===== config.mk =====
export PLATFORM = sky130hd
export DESIGN_NAME = led_set_darkness_from_rms_top
export DESIGN_NICKNAME = d
export VERILOG_FILES = /design/src/rtl/lsd_pkg.sv /design/src/rtl/lsd_lane.sv /design/src/rtl/lsd_root_step.sv /design/src/rtl/led_set_darkness_from_rms_top.sv
export SDC_FILE = /design/constraint.sdc
export NUM_CORES = 2
export LEC_CHECK = 0
export BUFFER_PORTS_ARGS = -buffer_cell sky130_fd_sc_hd__buf_2
export CAP_MARGIN = 20
export CORE_MARGIN = 4
export CORE_UTILIZATION = 55
export CTS_CLUSTER_SIZE = 12
export DETAILED_ROUTE_END_ITERATION = 10
export HOLD_SLACK_MARGIN = 0.03
export PLACE_DENSITY = 0.75
export SYNTH_ARGS = -nofsm -noshare
export SYNTH_HDL_FRONTEND = slang
export SYNTH_SLANG_ARGS = --single-unit

===== constraint.sdc =====
create_clock -name clk_i -period 13.79 [get_ports clk_i]
set_input_delay 0.6895 -clock clk_i [delete_from_list [all_inputs] [get_ports clk_i]]
set_output_delay 0.6895 -clock clk_i [all_outputs]
set_load 0.005 [all_outputs]

===== src/rtl/lsd_pkg.sv =====
`timescale 1ns / 1ps

package lsd_pkg;

  localparam int unsigned LaneCount = 4;
  localparam int unsigned RootSteps = 8;

  localparam logic [19:0] RootLimit    = 20'hFC04;
  localparam logic [7:0]  RootSat      = 8'hFE;
  localparam logic [7:0]  DarkMax      = 8'hFF;
  localparam logic [14:0] RootFirstBit = 15'h4000;

  typedef struct packed {
    logic [31:0] light_three;
    logic [31:0] light_two;
    logic [31:0] light_one;
    logic [31:0] light_zero;
  } in_t;

  typedef struct packed {
    logic [63:0] colour_bytes_low;
    logic [31:0] colour_bytes_high;
    logic [31:0] intensity_bytes;
    logic [7:0]  darkness;
  } out_t;

  // Partial square root state carried between iteration stages
  typedef struct packed {
    logic        sat;
    logic [15:0] rest;
    logic [15:0] root;
  } root_t;

endpackage


===== src/rtl/lsd_lane.sv =====
`timescale 1ns / 1ps

module lsd_lane (
  input  logic        clk_i,
  input  logic        en_i,
  input  logic [31:0] light_i,
  output logic [17:0] sum_o
);
  import lsd_pkg::*;

  logic [17:0] sum_d;
  logic [17:0] sum_q;
  logic [15:0] byte_v;

  // Sum of squares of red, green, blue and intensity of one light
  always_comb begin
    sum_d  = '0;
    byte_v = '0;
    for (int b = 0; b < 4; b++) begin
      byte_v = {8'd0, light_i[8*b +: 8]};
      sum_d  = sum_d + {2'b00, 16'(byte_v * byte_v)};
    end
  end

  always_ff @(posedge clk_i) begin
    if (en_i) begin
      sum_q <= sum_d;
    end
  end

  assign sum_o = sum_q;

endmodule


===== src/rtl/lsd_root_step.sv =====
`timescale 1ns / 1ps

module lsd_root_step (
  input  logic           clk_i,
  input  logic           en_i,
  input  logic [14:0]    bit_i,
  input  lsd_pkg::root_t d_i,
  input  lsd_pkg::in_t   lights_i,
  output lsd_pkg::root_t q_o,
  output lsd_pkg::in_t   lights_o
);
  import lsd_pkg::*;

  root_t       root_d;
  root_t       root_q;
  in_t         lights_q;
  logic [16:0] trial;

  // One restoring iteration: try to subtract root + bit from the remainder
  always_comb begin
    trial  = {1'b0, d_i.root} + {2'b00, bit_i};
    root_d = d_i;
    if ({1'b0, d_i.rest} >= trial) begin
      root_d.rest = d_i.rest - trial[15:0];
      root_d.root = (d_i.root >> 1) + {1'b0, bit_i};
    end else begin
      root_d.root = d_i.root >> 1;
    end
  end

  always_ff @(posedge clk_i) begin
    if (en_i) begin
      root_q   <= root_d;
      lights_q <= lights_i;
    end
  end

  assign q_o      = root_q;
  assign lights_o = lights_q;

endmodule


===== src/rtl/led_set_darkness_from_rms_top.sv =====
`timescale 1ns / 1ps
// Stages between input transfer and output transfer: lane, merge, 8 root stages.
// Throughput: one light set per cycle unless the output stalls; each pipeline stage advances when its
// successor is free, so bubbles close up under output stall.
// The root takes one bit per stage, giving eight iteration stages.
// Reset: asynchronous active-low reset clears all stage valid bits; data is not reset.
module led_set_darkness_from_rms_top (
  input  logic          clk_i,
  input  logic          rst_ni,
  input  logic          valid_i,
  output logic          stall_o,
  input  lsd_pkg::in_t  in_i,
  output logic          valid_o,
  input  logic          stall_i,
  output lsd_pkg::out_t out_o
);
  import lsd_pkg::*;

  localparam int unsigned NumStages = RootSteps + 2;

  logic [NumStages-1:0] v_q;
  logic [NumStages-1:0] en;

  in_t         lights0_q;
  logic [17:0] lane_sum [LaneCount];

  in_t         lights1_q;
  root_t       root1_q;
  root_t       root1_d;
  logic [19:0] total;

  root_t       root_s   [RootSteps+1];
  in_t         lights_s [RootSteps+1];
  logic [7:0]  root_final;
  in_t         lights_last;

  // Stage enables ripple back from the output
  always_comb begin
    en[NumStages-1] = !v_q[NumStages-1] || !stall_i;
    for (int k = NumStages - 2; k >= 0; k--) begin
      en[k] = !v_q[k] || en[k+1];
    end
  end

  assign stall_o = !en[0];

  always_ff @(posedge clk_i or negedge rst_ni) begin
    if (!rst_ni) begin
      v_q <= '0;
    end else begin
      if (en[0]) begin
        v_q[0] <= valid_i;
      end
      for (int k = 1; k < NumStages; k++) begin
        if (en[k]) begin
          v_q[k] <= v_q[k-1];
        end
      end
    end
  end

  // Lane stage: one lane per light
  lsd_lane u_lane0 (.clk_i, .en_i(en[0]), .light_i(in_i.light_zero),  .sum_o(lane_sum[0]));
  lsd_lane u_lane1 (.clk_i, .en_i(en[0]), .light_i(in_i.light_one),   .sum_o(lane_sum[1]));
  lsd_lane u_lane2 (.clk_i, .en_i(en[0]), .light_i(in_i.light_two),   .sum_o(lane_sum[2]));
  lsd_lane u_lane3 (.clk_i, .en_i(en[0]), .light_i(in_i.light_three), .sum_o(lane_sum[3]));

  always_ff @(posedge clk_i) begin
    if (en[0]) begin
      lights0_q <= in_i;
    end
  end

  // Merge stage: add lane sums and check saturation
  always_comb begin
    total = '0;
    for (int l = 0; l < LaneCount; l++) begin
      total = total + {2'b00, lane_sum[l]};
    end
    root1_d.sat  = (total >= RootLimit);
    root1_d.rest = total[15:0];
    root1_d.root = '0;
  end

  always_ff @(posedge clk_i) begin
    if (en[1]) begin
      root1_q   <= root1_d;
      lights1_q <= lights0_q;
    end
  end

  assign root_s[0]   = root1_q;
  assign lights_s[0] = lights1_q;

  for (genvar i = 0; i < RootSteps; i++) begin : g_root
    lsd_root_step u_step (
      .clk_i,
      .en_i    (en[i+2]),
      .bit_i   (RootFirstBit >> (2 * i)),
      .d_i     (root_s[i]),
      .lights_i(lights_s[i]),
      .q_o     (root_s[i+1]),
      .lights_o(lights_s[i+1])
    );
  end

  assign lights_last = lights_s[RootSteps];
  assign root_final  = root_s[RootSteps].sat ? RootSat : root_s[RootSteps].root[7:0];

  assign valid_o = v_q[NumStages-1];

  always_comb begin
    out_o.colour_bytes_low  = {lights_last.light_two[15:0],
                               lights_last.light_one[23:0],
                               lights_last.light_zero[23:0]};
    out_o.colour_bytes_high = {lights_last.light_three[23:0],
                               lights_last.light_two[23:16]};
    out_o.intensity_bytes   = {lights_last.light_three[31:24],
                               lights_last.light_two[31:24],
                               lights_last.light_one[31:24],
                               lights_last.light_zero[31:24]};
    out_o.darkness          = DarkMax - root_final;
  end

  a_stall_only_when_full: assert property (@(posedge clk_i) disable iff (!rst_ni)
    stall_o |-> (v_q == {NumStages{1'b1}}) && stall_i)
    else $error("input stalled while pipeline has room");

  a_darkness_nonzero: assert property (@(posedge clk_i) disable iff (!rst_ni)
    valid_o |-> out_o.darkness != 8'd0)
    else $error("darkness reached zero");

  a_root_below_sat: assert property (@(posedge clk_i) disable iff (!rst_ni)
    (valid_o && !root_s[RootSteps].sat) |-> root_s[RootSteps].root < 16'(RootSat))
    else $error("unsaturated root out of range");

  a_drain_advances: assert property (@(posedge clk_i) disable iff (!rst_ni)
    (valid_o && !stall_i && !v_q[NumStages-2]) |=> !valid_o)
    else $error("result repeated after transfer");

endmodule

======== After elaboration in Yosys (flattened, before gate mapping) ========
Cells that the tools add are included.
word-level totals
  flip-flop bits (word level) ............. 1,618
  output and inout port bits .............. 138
  logic and storage cells ................. 186
operators by class
  add/sub/neg operators ................... 37
  $mul .................................... 16
  magnitude comparators ................... 9
  multiplexer cells ....................... 16
  reduce and logical (&&, ||, !) cells .... 22
operators by type and width
  cell                                                                 number
  multiplier 8 x 8 -> 16 bit                                           16
  adder 18 x 16 -> 18 bit                                              8
  greater-or-equal comparator 16 x 17 -> 1 bit                         7
  two-way mux 16 bit                                                   7
  subtractor 16 bit                                                    6
  two-way mux 15 bit                                                   6
  adder 16 x 16 -> 17 bit                                              4
  adder 19 x 18 -> 20 bit                                              1
  adder 20 x 18 -> 20 bit                                              1
  greater-or-equal comparator 20 x 16 -> 1 bit, second input constant  1
  adder 18 x 18 -> 19 bit                                              1
  adder 16 x 1 -> 17 bit, second input constant                        1
  adder 16 x 11 -> 17 bit, second input constant                       1
  adder 16 x 3 -> 17 bit, second input constant                        1
  adder 16 x 5 -> 17 bit, second input constant                        1
  adder 16 x 7 -> 17 bit, second input constant                        1
  adder 16 x 9 -> 17 bit, second input constant                        1
  adder 15 x 11 -> 16 bit, second input constant                       1
  adder 15 x 13 -> 16 bit, second input constant                       1
  adder 15 x 3 -> 16 bit, second input constant                        1
  adder 15 x 5 -> 16 bit, second input constant                        1
  adder 15 x 7 -> 16 bit, second input constant                        1
  adder 15 x 9 -> 16 bit, second input constant                        1
  greater-or-equal comparator 16 x 15 -> 1 bit, second input constant  1
  8 further kinds                                                      29

======== Longest topological paths before layout ========
  depth after elaboration ................. 12
  gate-level depth with buffers ........... 37
  gate-level depth less buffers ........... 36

======== By module ========
From an unflattened synthesis, not the netlist that was laid out.
second synthesis, totals
  cell total of the unflattened synthesis .. 7,998
  area, all modules ....................... 103,002.5 µm²
modules (own cells, without submodules)
  module                         times used  cells an instance  area an instance (µm²)  sequential area each (µm²)
  lsd_root_step                  8           528                7,588.5                 4,834.6
  lsd_lane at u_lane0 ...        3           801                7,927.6                 540.5
  led_set_darkness_from_rms_top  1           584                10,665.2                8,448.1
  lsd_lane at u_lane3            1           787                7,846.3                 540.5

======== Worst setup path after synthesis ========
Ideal clock, no wire load.
  kind .................................... input port to flip-flop
  from .................................... input stall_i
  to ...................................... register lights0_q[0] (netlist bit), enable pin
  arrival ................................. 11,370 ps
  required time ........................... 11,687 ps
  path slack .............................. 317 ps
  stages .................................. 5
  path buffers ............................ 0
  cells stage by stage .................... and3_1 -> and3_1 -> nand4_1 -> nor2_1 -> nand3_1
on the way
  cells in the longest elaborated chain, start to end .. 11
RTL lines
  item                            line                                 RTL
  from (decl)                     led_set_darkness_from_rms_top.sv:14  input logic stall_i,
  zero test 1 bit                 led_set_darkness_from_rms_top.sv:39  en[NumStages-1] = !v_q[NumStages-1] || !stall_i;
  logical OR 1 bit                led_set_darkness_from_rms_top.sv:39
  logical OR 1 bit (6 in series)  led_set_darkness_from_rms_top.sv:41  en[k] = !v_q[k] || en[k+1];
  via en[3]                       led_set_darkness_from_rms_top.sv:22  logic [NumStages-1:0] en;
  logical OR 1 bit (3 in series)  led_set_darkness_from_rms_top.sv:41
  to (signal assigned)            led_set_darkness_from_rms_top.sv:70  lights0_q <= in_i;
  to (decl)                       led_set_darkness_from_rms_top.sv:24  in_t lights0_q;
The timed path passes the listed nets, and every way through them passes these cells.
A chain may end at the register's enable or synchronous reset.

======== Worst setup path in the final report ========
  from .................................... input in_i[67] (netlist bit)
  to ...................................... register u_lane2.sum_q[17], in the netlist u_lane2.sum_o[17], data pin
on the way
  cells in the longest elaborated chain, start to end .. 4
RTL lines
  item                                   line                                 RTL
  from (decl)                            led_set_darkness_from_rms_top.sv:12  input lsd_pkg::in_t in_i,
  multiplier 8 x 8 -> 16 bit             lsd_lane.sv:21                       sum_d = sum_d + {2'b00, 16'(byte_v * byte_v)};
  adder 16 x 16 -> 17 bit                lsd_lane.sv:21
  adder 18 x 16 -> 18 bit (2 in series)  lsd_lane.sv:21
  via u_lane2.sum_d[17]                  lsd_lane.sv:11                       logic [17:0] sum_d;
  to (signal assigned)                   lsd_lane.sv:27                       sum_q <= sum_d;
  to (decl)                              lsd_lane.sv:12                       logic [17:0] sum_q;
The timed path passes the listed nets, and every way through them passes these cells.

==> metrics.yaml <==
grt:
  antenna_found_initial: 30
  grt_overflow: 0
  first_global_vias: 42100
  grt_start_max_net_pins: 101
  grt_pass1_wl_um: 225000
  grt.total_usage_pct: 19.0
synthesis:
  netlist-cell-type-count: 57
  synth_top_flop_cell: "edfxtp_1"
  syn_inst: 5263
  synth.area.top_cells: "edfxtp_1 (58%), fa_1 (18%), ha_1 (8.4%)"
  yosysWarnings: 0
  ys_seq_elements: 1535
  syn_area_mm2: 0.0794
  synth_top_area_cell: "edfxtp_1"
  avgSynthCellArea_um2: 15.1
  synthTopCellsByCount: "edfxtp_1 (1,525), inv_1 (1,029), fa_1 (710), ha_1 (530), and2_1 (288)"
  synth_edf_count: 1525
  synthArstFlopShare_pct: 0.651
  yosysMostFrequentCell: "edfxtp_1"
  yosysSeqAreaShare_pct: 58.0
  netlist.area_leader.share_pct: 57.7
  syn-num-nets: 6635
floorplanning:
  die_area_mm2: 0.151
  ios: 270
  core_area_mm2: 0.143
  rows: 139
  initial_core_util_pct: 55.3
  die_h_um: 388
  dieWidth_um: 388
layout:
  area_growth_pct: 11.0
  multi_input_area_mm2: 0.0294
  final_layout_size_suffix_gt1_share_pct: 9.22
  seqCellArea_mm2: 0.0460
  finalNetCount: 7034
  finalNonFillerCells: 7672
  num-fill-cells: 10700
clock_network:
  post-cts-setup-buffers: 0
  cts-root-buf: "clkbuf_16"
  tritoncts: "built"
  clock_path_buffers: 3
  cts_max_level: 4
  clk_pin_slew_ps: 60
  cts_buffers: 159
  clk_latency_ps: 800
  clkSinkCount: 1535
critical_path:
  critPathMaxFanout: 11
  start_kind: "input port"
  crit_required_ps: 14310
  slowest_delay_ps: 550
  critical_path_class: "in -> reg"
  cp_common_cell: "fa_1"
  cp_data_arrival_time_ps: 9050
  end_kind: "flip-flop"
  cp_num_buf_inv: 7
  crit_family: "adder cells"
  crit_path_top_delay_cell: "fa_1"
detailed_routing:
  ant_nets: 0
  via_count: 39000
  first_iter_violations: 2171
  drc: 0
  vias_per_cell: 5.08
  wl_um: 137000
  drt_first_pass_iters: 5
  wl_per_cell_um: 17.8
timing:
  fin_crit_sh_pct: 61.9
  hold_violations: 0
  final_max_slew_viol_count: 0
  relSlewSlack_pct: 28.9
  rsz0062_at_grt: "false"
  fmax_ghz: 0.117
  setup_slack_ps: 5260
  setup_tns_ps: 0
  tightestPinTransition_ps: 1070
  min_period_ps: 8530
  finalSetupViolations: 0
  finClkSkew_ps: 48.6
place:
  gp_congestion: 0.859
  post-place-ws_ps: 4470
  placed_cells: 7403
  portBuffers: 269
  dpl.hpwl_um: 100000
flow_run:
  cap_violations: 0
outcome:
  status: "complete, no violations"
worst_hold_path:
  worstHoldPathType: "in -> reg"
stage by stage:
| stage | hold WS, ps | cell area, um^2 | util (%) |
|---|---|---|---|
| floorplan | 394 | 79400 | - |
| detailed placement | 405 | 83200 | 58.0 |
| global route | 91.1 | 88100 | 61.4 |
| global placement | 400 | 83200 | 58.0 |
| CTS | 40.8 | 88100 | 61.4 |
| finish | 118 | 88100 | 61.4 |
path summary, 6_finish.rpt:
kind	cells after the start	start	endpoint	slack [ps]
setup / recovery	31	in_i[67]	u_lane2.sum_o[17]	5260
hold / removal	2	valid_i	v_q[0]	120
setup reg to reg	8	v_q[9]	u_lane0.sum_o[13]	9010
hold reg to reg	0	root1_q[24]	g_root[0].u_step.q_o[24]	370
max in group asynchronous	2	rst_ni	v_q[0]	13270
min in group asynchronous	2	rst_ni	v_q[7]	320
registers in the layout, indices dropped and copies added (netlist names):
name	count
v_q	10
lights1_q	128
root1_q	17
g_root.u_step.q_o	156
u_lane2.sum_o	18
u_lane1.sum_o	18
lights0_q	128
g_root.u_step.lights_o	1024
u_lane3.sum_o	18
u_lane0.sum_o	18
logic make-up (layout without fill, tap and decap cells):
logic type,after synthesis,after routing,share of synthesized area [%]
flops,1535,1535,58.0
buf+inv,1080,1565,5.11
other cells,0,21,0
mux,17,17,0.225
fa+ha+maj,1240,1240,26.2
compound gates,318,318,2.55
xor+xnor,193,193,2.13
simple gates,880,880,5.76
area by class of cell:
class                      instances  share of cell area [%]
antenna                           21                  0.0596
clock buffer                     196                    4.69
clock inverter                    51                   0.866
inverter                        1029                    4.41
multi-input combinational       2648                    33.3
sequential                      1535                    52.2
tap                             1903                    2.70
timing repair buffer             289                    1.70
worst reg2reg max path, delay by kind of cell, from the launching register on:
family	cells	cell delay, ps
buffers and inverters	3	2020
and+or+nand+nor	5	1910
DFF	1	420
placed cells by master (no fill, tap or decap), types with 8 or more instances in the layout:
cell | netlist | layout
o21bai_1 | 12 | 12
or3_1 | 11 | 11
clkbuf_16 | 0 | 159
bufinv_16 | 0 | 8
nand2b_1 | 18 | 18
nand2_1 | 240 | 236
o21a_1 | 22 | 22
xnor2_1 | 133 | 133
fa_1 | 710 | 710
or2_2 | 16 | 16
nor3_1 | 41 | 41
buf_4 | 0 | 19
clkbuf_1 | 50 | 35
nor2b_1 | 62 | 62
xor2_1 | 60 | 60
clkinv_1 | 0 | 12
and3_1 | 25 | 25
o21ai_0 | 63 | 63
a31oi_1 | 9 | 9
nand3_1 | 35 | 33
a21o_1 | 36 | 36
clkinv_16 | 0 | 9
a21oi_1 | 100 | 100
mux2i_1 | 10 | 10
inv_1 | 1029 | 1026
edfxtp_1 | 1525 | 1525
nor2_1 | 106 | 106
nor4_1 | 14 | 14
buf_2 | 1 | 269
dfrtp_1 | 10 | 10
diode_2 | 0 | 21
and2_1 | 288 | 288
o31ai_1 | 15 | 15
a211oi_1 | 11 | 11
ha_1 | 530 | 530
per-layer routing:
| layer | track usage [%] | wire length, um | share of wire [%] | vias up |
|---|---|---|---|---|
| met4 | 6.60 | 3990 | 2.9 | 6 |
| met2 | 32.3 | 69000 | 51 | 744 |
| li1 | - | - | - | 18400 |
| met3 | 3.03 | 5710 | 4.2 | 246 |
| met5 | 0 | 41 | 0.030 | - |
| met1 | 25.2 | 57800 | 42 | 19600 |
what timing repair did:
item	4_1_cts	5_1_grt
endpoints found under the hold margin	10	0
hold buffers	1	0
gates resized for setup	0	0
Power is not shown: default switching activity piles up to over one toggle a cycle in this logic, so the estimate is an artifact.
